**src/rtl/core/tpkt_pkg.sv**
```systemverilog
package tpkt_pkg;

  localparam logic [7:0] VersionReset = 8'd3;

  localparam logic [3:0] CodeDt = 4'd15;
  localparam logic [3:0] CodeCr = 4'd14;
  localparam logic [3:0] CodeCc = 4'd13;

  localparam logic [7:0] MinLiDt   = 8'd2;
  localparam logic [7:0] MinLiCrCc = 8'd6;
  localparam logic [15:0] TpktHdrLen = 16'd4;

  typedef enum logic [2:0] {
    PH_TPKT,
    PH_COTP,
    PH_BODY,
    PH_SKIP_FRAME,
    PH_SKIP_STREAM
  } phase_e;

  typedef enum logic [1:0] {
    KIND_HEADER,
    KIND_DATA,
    KIND_ERROR
  } kind_e;

  typedef enum logic [2:0] {
    ERR_NONE,
    ERR_VERSION,
    ERR_TPKT_LEN,
    ERR_LI,
    ERR_SHORT_DT,
    ERR_SHORT_CRCC,
    ERR_TRUNCATED
  } err_e;

  typedef struct packed {
    kind_e       kind;
    logic [3:0]  tpdu_code;
    logic [15:0] dest_ref;
    logic [15:0] source_ref;
    logic        end_of_transfer;
    logic [7:0]  payload_byte;
    err_e        error_code;
    logic        frame_last;
  } res_t;

endpackage

```
**src/rtl/core/tpkt_parse.sv**
```systemverilog
module tpkt_parse (
  input  logic             clk_i,
  input  logic             rst_ni,
  input  logic             cfg_we_i,
  input  logic [7:0]       cfg_data_i,
  input  logic             in_fire_i,
  input  logic [7:0]       in_byte_i,
  input  logic             in_end_i,
  output logic             res_valid_o,
  output tpkt_pkg::res_t   res_o
);

  tpkt_pkg::phase_e ph_q, ph_d;
  logic [7:0]  ver_q;
  logic [15:0] pos_q, pos_d;
  logic [15:0] tot_q, tot_d;
  logic [7:0]  li_q, li_d;
  logic [3:0]  tn_q, tn_d;
  logic [15:0] dr_q, dr_d;
  logic [15:0] sr_q, sr_d;
  logic        eot_q, eot_d;

  logic            res_v;
  tpkt_pkg::res_t  res;
  logic            restart;
  logic            do_err;
  logic            do_trunc;
  logic            err_known;
  logic            err_force;
  tpkt_pkg::err_e  err_c;
  logic            at_end;
  logic            err_ends;
  logic            crcc_new;
  logic            crcc_old;
  logic [15:0]     tot_n;

  assign at_end   = ({1'b0, pos_q} + 17'd1) == {1'b0, tot_q};
  assign crcc_old = (tn_q == tpkt_pkg::CodeCr) || (tn_q == tpkt_pkg::CodeCc);
  assign tot_n    = {tot_q[15:8], in_byte_i};

  always_comb begin
    ph_d      = ph_q;
    pos_d     = pos_q;
    tot_d     = tot_q;
    li_d      = li_q;
    tn_d      = tn_q;
    dr_d      = dr_q;
    sr_d      = sr_q;
    eot_d     = eot_q;
    res_v     = 1'b0;
    res       = '0;
    restart   = 1'b0;
    do_err    = 1'b0;
    do_trunc  = 1'b0;
    err_known = 1'b0;
    err_force = 1'b0;
    err_c     = tpkt_pkg::ERR_NONE;
    err_ends  = 1'b0;
    crcc_new  = 1'b0;

    unique case (ph_q)
      tpkt_pkg::PH_SKIP_STREAM: begin
        if (in_end_i) restart = 1'b1;
      end
      tpkt_pkg::PH_TPKT: begin
        if (pos_q == 16'd0 && in_byte_i != ver_q) begin
          do_err = 1'b1;
          err_c  = tpkt_pkg::ERR_VERSION;
        end else if (pos_q == 16'd3) begin
          tot_d = tot_n;
          if (tot_n < tpkt_pkg::TpktHdrLen) begin
            do_err = 1'b1;
            err_c  = tpkt_pkg::ERR_TPKT_LEN;
          end else if (tot_n == tpkt_pkg::TpktHdrLen) begin
            do_err    = 1'b1;
            err_known = 1'b1;
            err_force = 1'b1;
            err_c     = tpkt_pkg::ERR_LI;
          end else if (in_end_i) begin
            do_trunc = 1'b1;
          end else begin
            ph_d  = tpkt_pkg::PH_COTP;
            pos_d = pos_q + 16'd1;
          end
        end else begin
          if (pos_q == 16'd2) tot_d = {in_byte_i, 8'h00};
          if (in_end_i) do_trunc = 1'b1;
          else pos_d = pos_q + 16'd1;
        end
      end
      tpkt_pkg::PH_COTP: begin
        if (pos_q == 16'd4) begin
          li_d = in_byte_i;
          if (in_byte_i == 8'd0 || ({8'h00, in_byte_i} + 16'd5) > tot_q) begin
            do_err    = 1'b1;
            err_known = 1'b1;
            err_c     = tpkt_pkg::ERR_LI;
          end
        end else if (pos_q == 16'd5) begin
          tn_d = in_byte_i[7:4];
          if (in_byte_i[7:4] == tpkt_pkg::CodeDt && li_q < tpkt_pkg::MinLiDt) begin
            do_err    = 1'b1;
            err_known = 1'b1;
            err_c     = tpkt_pkg::ERR_SHORT_DT;
          end else if ((in_byte_i[7:4] == tpkt_pkg::CodeCr ||
                        in_byte_i[7:4] == tpkt_pkg::CodeCc) &&
                       li_q < tpkt_pkg::MinLiCrCc) begin
            do_err    = 1'b1;
            err_known = 1'b1;
            err_c     = tpkt_pkg::ERR_SHORT_CRCC;
          end
        end else if (tn_q == tpkt_pkg::CodeDt) begin
          if (pos_q == 16'd6) eot_d = in_byte_i[7];
        end else if (crcc_old) begin
          if (pos_q == 16'd6 || pos_q == 16'd7) dr_d = {dr_q[7:0], in_byte_i};
          else if (pos_q == 16'd8 || pos_q == 16'd9) sr_d = {sr_q[7:0], in_byte_i};
        end
        crcc_new = (tn_d == tpkt_pkg::CodeCr) || (tn_d == tpkt_pkg::CodeCc);
        if (!do_err) begin
          if (!at_end && in_end_i) begin
            do_trunc = 1'b1;
          end else if (pos_q >= 16'd5 && pos_q == (16'd4 + {8'h00, li_d})) begin
            res_v                = 1'b1;
            res.kind             = tpkt_pkg::KIND_HEADER;
            res.tpdu_code        = tn_d;
            res.dest_ref         = crcc_new ? dr_d : 16'h0000;
            res.source_ref       = crcc_new ? sr_d : 16'h0000;
            res.end_of_transfer  = (tn_d == tpkt_pkg::CodeDt) ? eot_d : 1'b0;
            res.frame_last       = at_end;
            if (at_end) begin
              restart = 1'b1;
            end else begin
              ph_d  = tpkt_pkg::PH_BODY;
              pos_d = pos_q + 16'd1;
            end
          end else begin
            pos_d = pos_q + 16'd1;
          end
        end
      end
      tpkt_pkg::PH_BODY, tpkt_pkg::PH_SKIP_FRAME: begin
        if (!at_end && in_end_i) begin
          do_trunc = 1'b1;
        end else begin
          if (ph_q == tpkt_pkg::PH_BODY && tn_q == tpkt_pkg::CodeDt) begin
            res_v               = 1'b1;
            res.kind            = tpkt_pkg::KIND_DATA;
            res.tpdu_code       = tn_q;
            res.end_of_transfer = eot_q;
            res.payload_byte    = in_byte_i;
            res.frame_last      = at_end;
          end
          if (at_end) restart = 1'b1;
          else pos_d = pos_q + 16'd1;
        end
      end
      default: restart = 1'b1;
    endcase

    if (do_err) begin
      err_ends       = in_end_i || err_force || (err_known && at_end);
      res_v          = 1'b1;
      res            = '0;
      res.kind       = tpkt_pkg::KIND_ERROR;
      res.error_code = err_c;
      res.frame_last = err_ends;
      if (err_ends) begin
        restart = 1'b1;
      end else begin
        ph_d  = err_known ? tpkt_pkg::PH_SKIP_FRAME : tpkt_pkg::PH_SKIP_STREAM;
        pos_d = pos_q + 16'd1;
      end
    end

    if (do_trunc) begin
      res_v          = 1'b1;
      res            = '0;
      res.kind       = tpkt_pkg::KIND_ERROR;
      res.error_code = tpkt_pkg::ERR_TRUNCATED;
      res.frame_last = 1'b1;
      restart        = 1'b1;
    end

    if (restart) begin
      ph_d  = tpkt_pkg::PH_TPKT;
      pos_d = '0;
      tot_d = '0;
      li_d  = '0;
      tn_d  = '0;
      dr_d  = '0;
      sr_d  = '0;
      eot_d = 1'b0;
    end
  end

  always_ff @(posedge clk_i or negedge rst_ni) begin
    if (!rst_ni) begin
      ph_q  <= tpkt_pkg::PH_TPKT;
      ver_q <= tpkt_pkg::VersionReset;
      pos_q <= '0;
      tot_q <= '0;
      li_q  <= '0;
      tn_q  <= '0;
      dr_q  <= '0;
      sr_q  <= '0;
      eot_q <= 1'b0;
    end else begin
      if (cfg_we_i) ver_q <= cfg_data_i;
      if (in_fire_i) begin
        ph_q  <= ph_d;
        pos_q <= pos_d;
        tot_q <= tot_d;
        li_q  <= li_d;
        tn_q  <= tn_d;
        dr_q  <= dr_d;
        sr_q  <= sr_d;
        eot_q <= eot_d;
      end
    end
  end

  assign res_valid_o = in_fire_i && res_v;
  assign res_o       = res;

  a_end_restarts: assert property (@(posedge clk_i) disable iff (!rst_ni)
    in_fire_i && in_end_i |=> ph_q == tpkt_pkg::PH_TPKT && pos_q == 16'd0)
    else $error("stream end did not return to TPKT header");

  a_last_restarts: assert property (@(posedge clk_i) disable iff (!rst_ni)
    res_valid_o && res_o.frame_last |=> ph_q == tpkt_pkg::PH_TPKT && pos_q == 16'd0)
    else $error("frame_last result did not restart frame");

  a_err_code: assert property (@(posedge clk_i) disable iff (!rst_ni)
    res_valid_o |-> ((res_o.kind == tpkt_pkg::KIND_ERROR) ==
                     (res_o.error_code != tpkt_pkg::ERR_NONE)))
    else $error("error code and result kind disagree");

endmodule

```
**src/rtl/core/tpkt_out_skid.sv**
```systemverilog
module tpkt_out_skid (
  input  logic             clk_i,
  input  logic             rst_ni,
  input  logic             push_i,
  input  tpkt_pkg::res_t   push_data_i,
  output logic             room_o,
  output logic             out_valid_o,
  input  logic             out_ready_i,
  output tpkt_pkg::res_t   out_data_o
);

  logic           out_valid_q;
  logic           skid_valid_q;
  tpkt_pkg::res_t out_q;
  tpkt_pkg::res_t skid_q;

  always_ff @(posedge clk_i or negedge rst_ni) begin
    if (!rst_ni) begin
      out_valid_q  <= 1'b0;
      skid_valid_q <= 1'b0;
    end else if (out_valid_q && !out_ready_i) begin
      if (push_i) skid_valid_q <= 1'b1;
    end else if (skid_valid_q) begin
      out_valid_q  <= 1'b1;
      skid_valid_q <= 1'b0;
    end else begin
      out_valid_q <= push_i;
    end
  end

  always_ff @(posedge clk_i) begin
    if (out_valid_q && !out_ready_i) begin
      if (push_i) skid_q <= push_data_i;
    end else if (skid_valid_q) begin
      out_q <= skid_q;
    end else if (push_i) begin
      out_q <= push_data_i;
    end
  end

  assign room_o      = !skid_valid_q;
  assign out_valid_o = out_valid_q;
  assign out_data_o  = out_q;

  a_skid_behind_out: assert property (@(posedge clk_i) disable iff (!rst_ni)
    skid_valid_q |-> out_valid_q)
    else $error("skid entry held with empty output register");

  a_skid_drains: assert property (@(posedge clk_i) disable iff (!rst_ni)
    skid_valid_q && out_ready_i |=> out_valid_q && !skid_valid_q)
    else $error("skid entry not moved to output register");

endmodule

```
**src/rtl/core/tpkt_cotp_frame_parser.sv**
```systemverilog
// Channel   Dir  Handshake                    Payload
// s_axis    in   s_axis_tvalid/s_axis_tready  tdata: data_byte; tlast: stream_end
// m_axis    out  m_axis_tvalid/m_axis_tready  tdata: header/data/error fields;
//                                             tuser: result_kind; tlast: frame_last
// cfg       in   cfg_valid_i/cfg_ready_o      cfg_data_i: required version byte
//
// One byte is accepted per cycle while s_axis_tready is high; its result, if any, is registered for m_axis.
// Parse state advances in one pass from the accepted byte to the output register.
// An output register plus one skid entry absorb one result while m_axis stalls;
// s_axis_tready is low only while the skid entry is occupied.
// Reset returns to the TPKT header phase with the required version byte at 3.
module tpkt_cotp_frame_parser (
  input  logic        clk_i,
  input  logic        rst_ni,
  input  logic        s_axis_tvalid,
  output logic        s_axis_tready,
  input  logic [7:0]  s_axis_tdata,   // [7:0] data_byte
  input  logic        s_axis_tlast,
  output logic        m_axis_tvalid,
  input  logic        m_axis_tready,
  // [3:0] tpdu_code, [19:4] dest_ref, [35:20] source_ref, [36] end_of_transfer,
  // [44:37] payload_byte, [47:45] error_code
  output logic [47:0] m_axis_tdata,
  output logic [1:0]  m_axis_tuser,   // [1:0] result_kind
  output logic        m_axis_tlast,
  input  logic        cfg_valid_i,
  output logic        cfg_ready_o,
  input  logic [7:0]  cfg_data_i
);

  logic           in_fire;
  logic           room;
  logic           res_valid;
  tpkt_pkg::res_t res;
  tpkt_pkg::res_t out;

  assign s_axis_tready = room;
  assign in_fire       = s_axis_tvalid && room;
  assign cfg_ready_o   = 1'b1;

  tpkt_parse u_parse (
    .clk_i       (clk_i),
    .rst_ni      (rst_ni),
    .cfg_we_i    (cfg_valid_i),
    .cfg_data_i  (cfg_data_i),
    .in_fire_i   (in_fire),
    .in_byte_i   (s_axis_tdata),
    .in_end_i    (s_axis_tlast),
    .res_valid_o (res_valid),
    .res_o       (res)
  );

  tpkt_out_skid u_out (
    .clk_i       (clk_i),
    .rst_ni      (rst_ni),
    .push_i      (res_valid),
    .push_data_i (res),
    .room_o      (room),
    .out_valid_o (m_axis_tvalid),
    .out_ready_i (m_axis_tready),
    .out_data_o  (out)
  );

  assign m_axis_tdata = {out.error_code, out.payload_byte, out.end_of_transfer,
                         out.source_ref, out.dest_ref, out.tpdu_code};
  assign m_axis_tuser = out.kind;
  assign m_axis_tlast = out.frame_last;

endmodule

```
**config.mk**
```make
export PLATFORM = sky130hd
export DESIGN_NAME = tpkt_cotp_frame_parser
export DESIGN_NICKNAME = d
export VERILOG_FILES = /design/src/rtl/core/tpkt_pkg.sv /design/src/rtl/core/tpkt_parse.sv /design/src/rtl/core/tpkt_out_skid.sv /design/src/rtl/core/tpkt_cotp_frame_parser.sv
export SDC_FILE = /design/constraint.sdc
export NUM_CORES = 1
export LEC_CHECK = 0
export BUFFER_PORTS_ARGS = -buffer_cell sky130_fd_sc_hd__clkbuf_2
export CAP_MARGIN = 0
export CORE_ASPECT_RATIO = 1.1
export CORE_UTILIZATION = 45
export DETAILED_ROUTE_END_ITERATION = 8
export PLACE_DENSITY = 0.68
export SLEW_MARGIN = 0
export SYNTH_ARGS = -nofsm -noshare
export SYNTH_HDL_FRONTEND = slang
export SYNTH_HIERARCHICAL = 1
export SYNTH_SLANG_ARGS = --single-unit
```
**constraint.sdc**
```tcl
create_clock -name clk_i -period 15.8 [get_ports clk_i]
set_clock_uncertainty 0.15 [all_clocks]
set_input_delay 0 -clock clk_i [delete_from_list [all_inputs] [get_ports clk_i]]
set_output_delay 0 -clock clk_i [all_outputs]
set_load 0.01 [all_outputs]
```
; After elaboration in Yosys (flattened, before gate mapping)
; Index checks and enable logic that the tools add are counted.
; Widths: inputs -> output; s select.
[op_classes]
n_addsub = 4
magnitude_cmp = 5
eq_ne = 28
mux = 141
bitwise = 1
n_reduce_logical = 35
[op_table]
columns = operator, n
row1 = $mux 16, 35
row2 = $mux 51, 4
row3 = $eq 16x3->1 const B, 5
row4 = $mux 39, 2
row5 = $mux 3, 20
row6 = $mux 1, 51
row7 = $pmux 16 s3, 1
row8 = $mux 8, 5
row9 = $mux 37, 1
row10 = $eq 4x4->1 const B, 9
row11 = $eq 16x2->1 const B, 2
row12 = $eq 16x4->1 const B, 2
row13 = $mux 32, 1
row14 = $mux 4, 5
row15 = $mux 9, 2
row16 = $add 16x1->17 const B, 1
row17 = $eq 17x16->1, 1
row18 = $add 16x1->16 const B, 1
row19 = $eq 16x16->1, 1
row20 = $ge 16x3->1 const B, 1
row21 = $gt 16x16->1, 1
row22 = $logic_not 16->1, 1
row23 = $lt 16x3->1 const B, 1
row24 = $pmux 3 s2, 2
row25 = 28 further kinds, 59
[word_totals]
register_bits = 192
input_bits = 22
out_inout_bits = 54
wordCells = 242

; Depth between registers and ports, before layout
; Gate-level depths: netlist (run 1).
[logic_depth]
ltp_word = 17
mapped_depth = 21
mapped_depth_nobuf = 19

; Modules after synthesis
; The synthesis (run 1) kept the hierarchy.
[modules_own_cells]
columns = module, n_inst, cells_per_inst, area_each_um2, seq_area_each_um2
row1 = tpkt_parse, 1, 922, 7116.8, 2204.6
row2 = tpkt_out_skid, 1, 169, 4015.1, 3113.0
row3 = tpkt_cotp_frame_parser, 1, 3, 17.5, 0.0

; Worst setup path before layout (run 1)
; Ideal clock, no wire load.
[synth_timing]
path_kind = reg-to-reg
startpoint = register u_parse.pos_q[0]
endpoint = register u_out.out_q, in the netlist u_out/out_data_o[0], enable pin
t_arrival_ns = 6.448
path_slack_ns = 8.725
path_stages_with_launch = 20
path_buffers = 2
cell_sequence = dfrtp_1 buf_2 inv_1 ha_1 nor4bb_1 nand4_1 clkbuf_1 o21ai_0 ha_1 xor2_1 nand2_1 mux2i_1 nor2_1 or3_1 or4_1 nor2_1 o21ai_0 a21oi_1 nor2_1 a21oi_1
[synth_between]
elab_chain_len = 15
elab_cells_between_ends = 36
classes_between = add/sub: 2 / order compare: 1 / eq/ne: 5 / mux: 20 / reduce/logical: 8
[synth_rtl]
columns = element, line
row1 = "start, declared", tpkt_parse.sv:15  ; logic [15:0] pos_q, pos_d;
row2 = "start signal, assigned", tpkt_parse.sv:211  ; pos_q <= pos_d;
row3 = $eq 16x3->1, tpkt_parse.sv:92  ; if (pos_q == 16'd4) begin
row4 = $mux 8, tpkt_parse.sv:92
row5 = $mux 8, tpkt_parse.sv:61  ; unique case (ph_q)
row6 = $add 3x8->9, tpkt_parse.sv:122  ; end else if (pos_q >= 16'd5 && pos_q == (16'd4 + {8'h00, li_d})) begin
row7 = $eq 16x16->1, tpkt_parse.sv:122
row8 = $logic_and 1x1->1, tpkt_parse.sv:122
row9 = $mux 1, tpkt_parse.sv:122
row10 = $mux 1, tpkt_parse.sv:120  ; if (!at_end && in_end_i) begin
row11 = $mux 1, tpkt_parse.sv:119  ; if (!do_err) begin
row12 = $pmux 1 s2, tpkt_parse.sv:61
row13 = $mux 1, tpkt_parse.sv:160  ; if (do_err) begin
row14 = $mux 1 *, tpkt_parse.sv:175  ; if (do_trunc) begin
row15 = $logic_and 1x1->1 *, tpkt_parse.sv:222  ; assign res_valid_o = in_fire_i && res_v;
row16 = via res_valid, tpkt_cotp_frame_parser.sv:33  ; logic res_valid;
row17 = $reduce_bool 2->1 (no source line) *, -
row18 = $reduce_and 2->1 (no source line) *, -
row19 = "end signal, assigned", tpkt_out_skid.sv:35  ; out_q <= skid_q;
row20 = "end signal, assigned", tpkt_out_skid.sv:37  ; out_q <= push_data_i;
row21 = "end, declared", tpkt_out_skid.sv:14  ; tpkt_pkg::res_t out_q;
; Mark *: on every way through the listed nets, which the timed path passes. The rest lies on a longest branch. The select of a mux whose other input is x is not followed.
; A chain may end at the register's enable or synchronous reset.

; Worst setup path after layout (run 1)
[layout_timing]
startpoint = register u_parse.pos_q[0]
endpoint = register u_out.out_q, in the netlist u_out/out_data_o[47], enable pin
; Same word-level chain as after synthesis.

==> impl_metrics.csv, run 1 <==
group,metric,value,unit
status,status,"finished with violations",
status,violations,"DRC",
logic_synthesis,avgSynthCellArea,10.19,um2
clock_tree,numCtsBuffers,17,
final_layout,stdcell_area,12450,um2
grt,grt_max_degree,63,
timing,finalCritPeriodShare,41.97,%
timing,finalSetupTns,0,ns
critical_path,path_max_fanout,32,
clock_tree,clk_pin_slew_worst_paths,0.08,ns
die,die_h,167.1,um
clock_tree,clkLatencyLatePin,0.44,ns
routing,via_per_inst,6.036,
die,die_area,25410,um2
grt,grt_pass1_vias,8654,
timing,setup_viol,0,
final_layout,instances_no_fill,1474,
routing,avgRoutedWirePerCell,21.93,um
die,fp-row-count,60,
final_layout,final_common_cell,"nand2_1",
logic_synthesis,synth_top_area_share,27.47,%
routing,ant_nets,0,
critical_path,cpPeakStageDelay,0.64,ns
final_layout,layout_common_cells,"173 x nand2_1, 102 x edfxtp_1, 87 x dfrtp_1",
timing,rsz0062_at_grt,"false",
power_and_ir_drop,power.density,156.0,nW/um2
die,die_w,152.1,um
routing,drt-met1-wl,14.41,mm
timing,finalCriticalPeriod,6.631,ns
hold_path,hold_class,"input port to flip-flop",
logic_synthesis,yosys_warnings,6,
die,core,24400,um2
timing,finalMaxSlewViolations,0,
critical_path,path_buf_inv,2,
logic_synthesis,syn_inst,1094,
logic_synthesis,syn_area,11150,um2
routing,vias,8897,
logic_synthesis,synth_flop_cell,"edfxtp_1",
grt,track_usage,25.87,%
final_layout,fin_util,51.05,%
timing,hold_violations,0,
critical_path,slowest_stage,"a21oi_4",
clock_tree,cts_resized,0,
final_layout,diodes,0,
logic_synthesis,yosys.area.top_type,"edfxtp_1",
logic_synthesis,synth_area_leaders,"edfxtp_1 27%, dfrtp_1 20%, mux2_4 6.5%",
routing,wl,32.33,mm
run,max-cap-violations,0,
final_layout,syn_to_final_growth,11.70,%
clock_tree,root_buffer,"clkbuf_16",
critical_path,worstPathArrival,6.57,ns
place,place.gp.congestion,0.9489,
logic_synthesis,syn_nets,1132,
critical_path,crit_chain,"inv_1, ha_1, nor4bb_1, nand4_1, o21ai_0, ha_1, nand3_1, xnor2_1, mux2i_1, xnor2_1, or3_1, or4_1, nor2_1, o21ai_0, a21oi_1, nor2_1, a21oi_4, buf_4",
critical_path,cp_top_family,"simple AND/OR/NAND/NOR gates",
routing,route.detailed.drc,12,
timing,clock.fmax,150.8,MHz
clock_tree,cts.sinks,192,
routing,wl_met2,14.31,mm
die,io_pins,76,
power_and_ir_drop,irDropWorstVdd,0.00006969,V
routing,drtPass1Iterations,8,
clock_tree,cts_tree,"yes",
critical_path,critPathLaunchType,"flip-flop",
timing,worst_pin_slew,1.316,ns
logic_synthesis,synth_cell_type_count,85,
place,portBuffers,74,
final_layout,nNetsFinal,1189,
routing,wl_met3,1.998,mm
logic_synthesis,ys_async_sr_fraction,46.88,%
logic_synthesis,ys_seq_area_share,47.69,%
grt,grt_pass1_wl,50.32,mm
place,placedCellCount,1421,
clock_tree,cts_setup_buffers,0,
timing,slew_headroom,11.72,%
die,start_util,45.70,%
logic_synthesis,ys_ff_latch,192,
critical_path,required,15.74,ns
clock_tree,cts.htree.levels,4,
power_and_ir_drop,leakagePower,0.004642,uW
clock_tree,cts_buffer_depth,2,
critical_path,path_class,"flip-flop to flip-flop",
place,hpwlAfterDp,22.72,mm
grt,antenna_found_initial,1,
critical_path,end_kind,"flip-flop",
logic_synthesis,synth_edf_count,102,
routing,drt_iter0_markers,833,
grt,grt_overflow,0,
routing,routed.top_layer,"met4",
place,dpl-instance-area,11630,um2
final_layout,drive_gt1_share,17.96,%
## cell type report
| class | instances | area [um2] |
|---|---|---|
| multi-input combinational | 781 | 5269 |
| clock inverter | 15 | 180.2 |
| clock buffer | 17 | 425.4 |
| tap | 310 | 387.9 |
| sequential | 192 | 5321 |
| inverter | 54 | 202.7 |
| timing repair buffer | 105 | 668.1 |
| fill | 2193 | 11940 |
## per-layer routing
| layer | global-route usage [%] | up-vias |
|---|---|---|
| li1 | - | 4082 |
| met1 | 35.10 | 4349 |
| met2 | 39.17 | 384 |
| met3 | 4.814 | 82 |
| met4 | 14.37 | 0 |
| met5 | 0 | - |
## registers in the layout (all words and copies together) (netlist names)
| register | flops |
|---|---|
| u_parse/sr_q | 16 |
| u_parse/tn_q | 4 |
| u_out/skid_q | 51 |
| u_parse/ph_q | 3 |
| u_parse/tot_q | 16 |
| u_out/skid_valid_q | 1 |
| u_out/out_valid_o | 1 |
| u_parse/dr_q | 16 |
| u_out/out_data_o | 51 |
| u_parse/eot_q | 1 |
| u_parse/li_q | 8 |
| u_parse/ver_q | 8 |
| u_parse/pos_q | 16 |
## cell families (layout without fill, tap and decap cells)
group,Yosys count,after routing,synth area share [%]
xor+xnor,49,49,3.849
flops,192,192,47.69
buf+inv,121,191,5.218
compound gates,249,249,14.66
other cells,1,1,0.03363
mux,79,79,9.404
fa+ha+maj,16,16,1.796
simple gates,387,387,17.35
## synth_stat cells (13+ instances only)
cell and n:
edfxtp_1 102, o21ai_0 58, xnor2_1 31, xor2_1 18, mux2_2 13, buf_2 16
nor3_1 25, ha_1 16, nand3_1 29, inv_1 54, o22ai_1 15, clkbuf_1 39
dfrtp_1 88, mux2_4 48, mux2i_1 17, a21oi_1 64, nand4_1 13, nand2_1 173
nor2_1 60
## metrics by stage
step	hold slack, ns	total power (uW)	worst slack, ns
6_report	0.03983	1943	9.169
5_1_grt	0.02914	2033	8.556
4_1_cts	0.009293	1936	9.175
3_5_place_dp	-0.1671	1485	9.225
3_3_place_gp	-0.1695	1479	9.407
2_1_floorplan	-0.4456	1246	8.725
## final timing paths
check,from,end,slack (ns),depth (start not counted)
max,u_parse/pos_q[0],u_out/out_data_o[47],9.17,18
min,s_axis_tdata[1],u_parse/tot_q[1],0.04,3
max reg2reg,u_parse/pos_q[0],u_out/out_data_o[47],9.17,18
min reg2reg,u_parse/sr_q[13],u_parse/sr_q[13],0.33,2
max in group asynchronous,rst_ni,u_out/skid_valid_q,14.16,4
min in group asynchronous,rst_ni,u_parse/tot_q[5],0.50,4
## repair_timing
| action | in CTS | in global routing |
|---|---|---|
| endpoints found under the hold margin | 39 | 0 |
| endpoints found under the setup margin | 0 | 0 |
| hold buffers | 21 | 0 |
## worst min-delay path: stages
cell	delay [ns]
clkbuf_2	0.27
inv_1	0.21
o31ai_1	0.10
## power by group
part / switching, uW / internal [uW] / total, uW
sequential: 58.5 / 656 / 715
clock: 227 / 217 / 444
combinational: 533 / 251 / 784
total: 818 / 1120 / 1940
(Power assumes the default switching activity.)
==> inputs of run 2 (changes only) <==
clock period = 6.2 ns   (was 15.8 ns; I/O delays follow)
==> run 2 against run 1 <==
  * The flow still finishes with violations (DRC)
  * Sequential power grew to 2.6 times the previous value
  * Via count up 2.5%
  * Clock power grew to 2.6 times the previous value
  * Register-to-register slack worse by 8.6 ns
  * Utilization is 0.72 points higher
  * Global-route usage up 0.70 points
  * Sequential share of layout area down 0.59 points
  * Clock-buffer cell count did not move
  * Cell count grew 1.1%
  * Power grew to 2.6 times the previous value
  * Critical endpoint is now u_out/out_data_o[44]
==> impl_metrics.csv, run 2 (same netlist as run 1, synthesis figures left out) <==
group,metric,value,unit
grt,grt_pass1_wl,51.81,mm
routing,wl,33.16,mm
final_layout,diodes,0,
final_layout,drive_gt1_share,18.73,%
die,fp-row-count,60,
hold_path,hold_class,"input port to flip-flop",
place,hpwlAfterDp,23.46,mm
timing,finalCritPeriodShare,90.19,%
routing,vias,9115,
power_and_ir_drop,irDropWorstVdd,0.0002985,V
critical_path,cpPeakStageDelay,0.54,ns
critical_path,path_class,"flip-flop to flip-flop",
grt,grt_max_degree,54,
timing,finalCriticalPeriod,5.592,ns
die,die_h,167.1,um
critical_path,reg2reg_depth,18,
routing,route.detailed.drc,14,
grt,antenna_found_initial,0,
critical_path,critPathLaunchType,"flip-flop",
clock_tree,cts.sinks,192,
routing,via_per_inst,6.117,
place,dpl-instance-area,11740,um2
timing,setup_viol,0,
final_layout,nNetsFinal,1205,
clock_tree,clk_pin_slew_worst_paths,0.09,ns
clock_tree,cts_buffer_depth,2,
grt,grt_overflow,0,
routing,avgRoutedWirePerCell,22.26,um
place,place.gp.congestion,0.9712,
run,max-cap-violations,0,
critical_path,slowest_stage,"or4_1",
clock_tree,numCtsBuffers,17,
timing,rsz0062_at_grt,"false",
clock_tree,root_buffer,"clkbuf_16",
critical_path,path_max_fanout,51,
clock_tree,cts_tree,"yes",
die,die_area,25410,um2
power_and_ir_drop,finalPower,5037,uW
timing,clock.fmax,178.8,MHz
grt,grt_pass1_vias,8791,
critical_path,end_kind,"flip-flop",
place,post-place-ws,0.7109,ns
clock_tree,clkLatencyLatePin,0.45,ns
critical_path,crit_chain,"inv_1, ha_1, nor4bb_1, nand4_1, o21ai_0, ha_1, xor2_1, nand2_1, mux2i_1, nor2_1, or3_1, or4_1, nor2_1, o21ai_0, a21oi_1, nor2_1, a21oi_4, buf_12",
final_layout,stdcell_area,12630,um2
power_and_ir_drop,leakagePower,0.004724,uW
routing,ant_nets,0,
clock_tree,postCtsHoldBufs,25,
status,violations,"DRC",
routing,drt_iter0_markers,890,
critical_path,required,6.17,ns
clock_tree,cts.htree.levels,4,
timing,layout_setup_ws,0.6081,ns
final_layout,final_common_cell,"nand2_1",
timing,worst_pin_slew,0.9592,ns
timing,finalMaxSlewViolations,0,
status,status,"finished with violations",
critical_path,crit_top_cell,"nor2_1",
timing,finalSetupTns,0,ns
critical_path,worstPathArrival,5.57,ns
hold_path,holdPathStages,3,
die,start_util,45.70,%
clock_tree,cts_resized,0,
final_layout,syn_to_final_growth,13.28,%
place,portBuffers,74,
timing,slew_headroom,36.05,%
die,core,24400,um2
die,io_pins,76,
power_and_ir_drop,power.density,398.8,nW/um2
final_layout,layout_common_cells,"173 x nand2_1, 102 x edfxtp_1, 87 x dfrtp_1",
grt,track_usage,26.57,%
timing,hold_violations,0,
clock_tree,cts_setup_buffers,0,
routing,drtPass1Iterations,7,
die,die_w,152.1,um
[run 2: cell types whose count changed in the layout (fill, tap and decap cells not counted)]
| cell | change |
|---|---|
| buf_4 | +10 |
| dlygate4sd3_1 | +4 |
| buf_12 | +2 |
| inv_12 | +2 |
| inv_8 | -2 |
| clkinv_2 | -1 |
| clkinv_4 | -1 |
| clkinv_8 | +1 |
| clkinvlp_4 | +1 |
[run 2: stage by stage]
step                hold slack [ns]  utilization, %  std cells
CTS                         0.05113           51.76       1490
finish                      0.04726           51.76       1490
global placement            -0.1014           48.13       1433
detailed placement          -0.1045           48.13       1433
floorplan                   -0.4456               -       1094
global route                0.04884           51.76       1490
[run 2: final cells by class]
cell class	count	area, um2
clock inverters	15	200.2
inverters	54	202.7
fillers	2185	11770
clock buffers	17	425.4
multi-input cells	781	5269
repair buffers	121	823.3
well taps	310	387.9
flip-flops and latches	192	5321
[run 2: power breakdown]
part / internal, uW / switching [uW]
combinational: 709 / 1310
sequential: 1670 / 187
clock: 561 / 604
total: 2940 / 2100
[run 2: path summary, 6_finish.rpt]
check | start | slack, ns | endpoint
worst max-delay path | u_parse/pos_q[0] | 0.61 | u_out/out_data_o[44]
worst min-delay path | s_axis_tdata[6] | 0.05 | u_parse/tot_q[6]
worst max register to register | u_parse/pos_q[0] | 0.61 | u_out/out_data_o[44]
worst min register to register | u_parse/sr_q[11] | 0.34 | u_parse/sr_q[11]
max in group asynchronous | rst_ni | 4.56 | u_parse/li_q[4]
min in group asynchronous | rst_ni | 0.40 | u_parse/tn_q[2]
[run 2: per-layer routing]
layer / part of all wire (%) / wire length, um / up-vias / track usage (%)
met4: 3.0 / 983 / 0 / 9.760
met1: 43 / 14250 / 4468 / 35.92
met3: 7.4 / 2469 / 76 / 4.374
li1: - / - / 4123 / -
met2: 47 / 15460 / 448 / 43.16
met5: 0 / 0 / - / 0
[run 2: critical path, delay by kind of cell, from the launching register on]
kind | cells | cell delay, ns
AOI/OAI and AO/OA | 4 | 1.06
muxes | 1 | 0.22
DFF | 1 | 0.50
and+or+nand+nor | 8 | 2.04
xor gates and xnor gates | 1 | 0.29
adders and majority gates | 2 | 0.55
buffers and inverters | 2 | 0.44
==> inputs of run 3 (changes only) <==
CTS_BUF_LIST = sky130_fd_sc_hd__clkbuf_16   (was not set)
clock period = 5.36 ns   (was 6.2 ns; I/O delays follow)
==> run 3 against run 2 <==
  * Cell count increased by 2.7%
  * Die area is the same
  * Utilization up 1.4 points
  * Clock-buffer cell count up 1
  * The flow still finishes with violations (DRC)
  * Worst setup slack worse by 0.20 ns
  * Flip-flop and latch count unchanged
  * Critical path type unchanged
==> impl_metrics.csv, run 3 (same netlist as run 1, synthesis figures left out) <==
group,metric,value,unit
timing,setup_viol,0,
final_layout,diodes,0,
final_layout,layout_common_cells,"173 x nand2_1, 102 x edfxtp_1, 87 x dfrtp_1",
critical_path,end_kind,"flip-flop",
critical_path,timing.rr.start,"u_parse/pos_q[0]",
power_and_ir_drop,power.density,458.5,nW/um2
power_and_ir_drop,irDropWorstVdd,0.0002323,V
critical_path,critPathLaunchType,"flip-flop",
grt,grt_max_degree,54,
grt,top_usage_layer,"met2",
routing,route.detailed.drc,14,
timing,finalMaxSlewViolations,0,
critical_path,cp-startpoint,"u_parse/pos_q[0]",
die,core,24400,um2
die,fp-row-count,60,
routing,avgRoutedWirePerCell,21.20,um
clock_tree,root_buffer,"clkbuf_16",
timing,worst_pin_slew,0.9603,ns
status,violations,"DRC",
critical_path,path_max_fanout,17,
routing,via_per_inst,5.982,
clock_tree,numCtsBuffers,17,
timing,finalCriticalPeriod,4.949,ns
grt,grt.met2_usage,42.01,%
routing,vias,9153,
power_and_ir_drop,finalPower,5941,uW
clock_tree,clk_pin_slew_worst_paths,0.08,ns
final_layout,fin_util,53.12,%
routing,wl,32.44,mm
clock_tree,clkLatencyLatePin,0.44,ns
clock_tree,cts.sinks,192,
hold_path,hold_start,"s_axis_tdata[3]",
routing,ant_nets,0,
status,status,"finished with violations",
timing,finalSetupTns,0,ns
timing,hold_violations,0,
timing,hold_slack,0.09900,ns
critical_path,worstPathArrival,4.93,ns
final_layout,nNetsFinal,1245,
timing,finalCritPeriodShare,92.33,%
run,max-cap-violations,0,
grt,grtUsageMet3,3.960,%
clock_tree,cts.htree.levels,4,
die,die_area,25410,um2
die,io_pins,76,
grt,grt_use_met1,34.99,%
critical_path,required,5.34,ns
place,post-place-ws,-0.008951,ns
place,place.gp.congestion,0.9530,
routing,drtPass1Iterations,9,
die,die_h,167.1,um
final_layout,syn_to_final_growth,16.24,%
final_layout,final_common_cell,"nand2_1",
clock_tree,cts_buffer_depth,2,
final_layout,drive_gt1_share,21.48,%
die,start_util,45.70,%
timing,layout_setup_ws,0.4112,ns
timing,clock.fmax,202.1,MHz
die,die_w,152.1,um
grt,grt_overflow,0,
grt,grt_pass1_vias,8758,
grt,grt_pass1_wl,50.65,mm
final_layout,fillers,2157,
clock_tree,cts_tree,"yes",
hold_path,hold_class,"input port to flip-flop",
power_and_ir_drop,leakagePower,0.004924,uW
critical_path,path_class,"flip-flop to flip-flop",
grt,antenna_found_initial,0,
place,portBuffers,74,
routing,drt_iter0_markers,963,
place,hpwlAfterDp,23.29,mm
timing,slew_headroom,35.98,%
grt,track_usage,26.11,%
## run 3: cell types whose count changed in the layout (fill, tap and decap cells not counted), moves of 2 or more
cell,change
inv_6,-4
inv_8,+3
clkinv_4,+2
inv_12,-4
buf_4,+39
## run 3: cell type report
type / count / area, um2 / area share, %
Multi-Input combinational cell: 781 / 5283 / 40.76
Clock inverter: 14 / 188.9 / 1.458
Inverter: 54 / 202.7 / 1.564
Clock buffer: 18 / 450.4 / 3.476
Sequential cell: 192 / 5321 / 41.06
Tap cell: 310 / 387.9 / 2.993
Timing Repair Buffer: 161 / 1126 / 8.689
## run 3: through the flow
stage          std cells  cell area [um2]
5_1_grt             1530            12960
3_5_place_dp        1471            12030
6_report            1530            12960
3_3_place_gp        1471            12030
4_1_cts             1530            12950
2_1_floorplan       1094            11160
## run 3: worst paths after layout
check | end | slack (ns) | cells after the start
max | u_out/out_data_o[47] | 0.41 | 19
max reg2reg | u_out/out_data_o[47] | 0.41 | 19
min | u_out/skid_q[32] | 0.1 | 3
min in group asynchronous | u_parse/ver_q[1] | 0.52 | 3
min reg2reg | u_parse/sr_q[10] | 0.34 | 2
max in group asynchronous | u_out/skid_valid_q | 3.84 | 4
## run 3: what timing repair did
| action | in CTS | in global routing |
|---|---|---|
| pin swaps | 0 | 1 |
| endpoints found under the hold margin | 62 | 0 |
| setup buffers | 1 | 0 |
| setup endpoints to repair | 34 | 102 |
| hold buffers | 26 | 0 |
| gates resized for setup | 0 | 3 |
## run 3: report_power, final
group / leakage (uW) / switching (uW) / internal, uW
registers: 0.00220 / 164 / 1930
logic: 0.00242 / 1590 / 903
clock network: 0.000303 / 645 / 703
total: 0.00492 / 2400 / 3540
## run 3: metal layers
metal  routed length (um)  share of wire (%)  up-vias
met5                    0                  0        -
met2                15170                 47      396
met4                 1222                3.8        0
li1                     -                  -     4194
met1                14040                 43     4487
met3                 2008                6.2       76
## run 3: critical path, cell delays in order, from the launching register on
cell and delay [ns]:
dfrtp_1 0.38, inv_1 0.08, ha_1 0.18, nor4bb_2 0.35, nand4_1 0.30, a21oi_1 0.27
inv_1 0.07, ha_1 0.25, nand3_1 0.14, xnor2_1 0.13, mux2i_1 0.10, xnor2_1 0.15
or3_1 0.38, or4_1 0.53, nor2_1 0.15, o21ai_0 0.19, a21oi_1 0.23, nor2_1 0.11
a21oi_4 0.22, buf_4 0.28
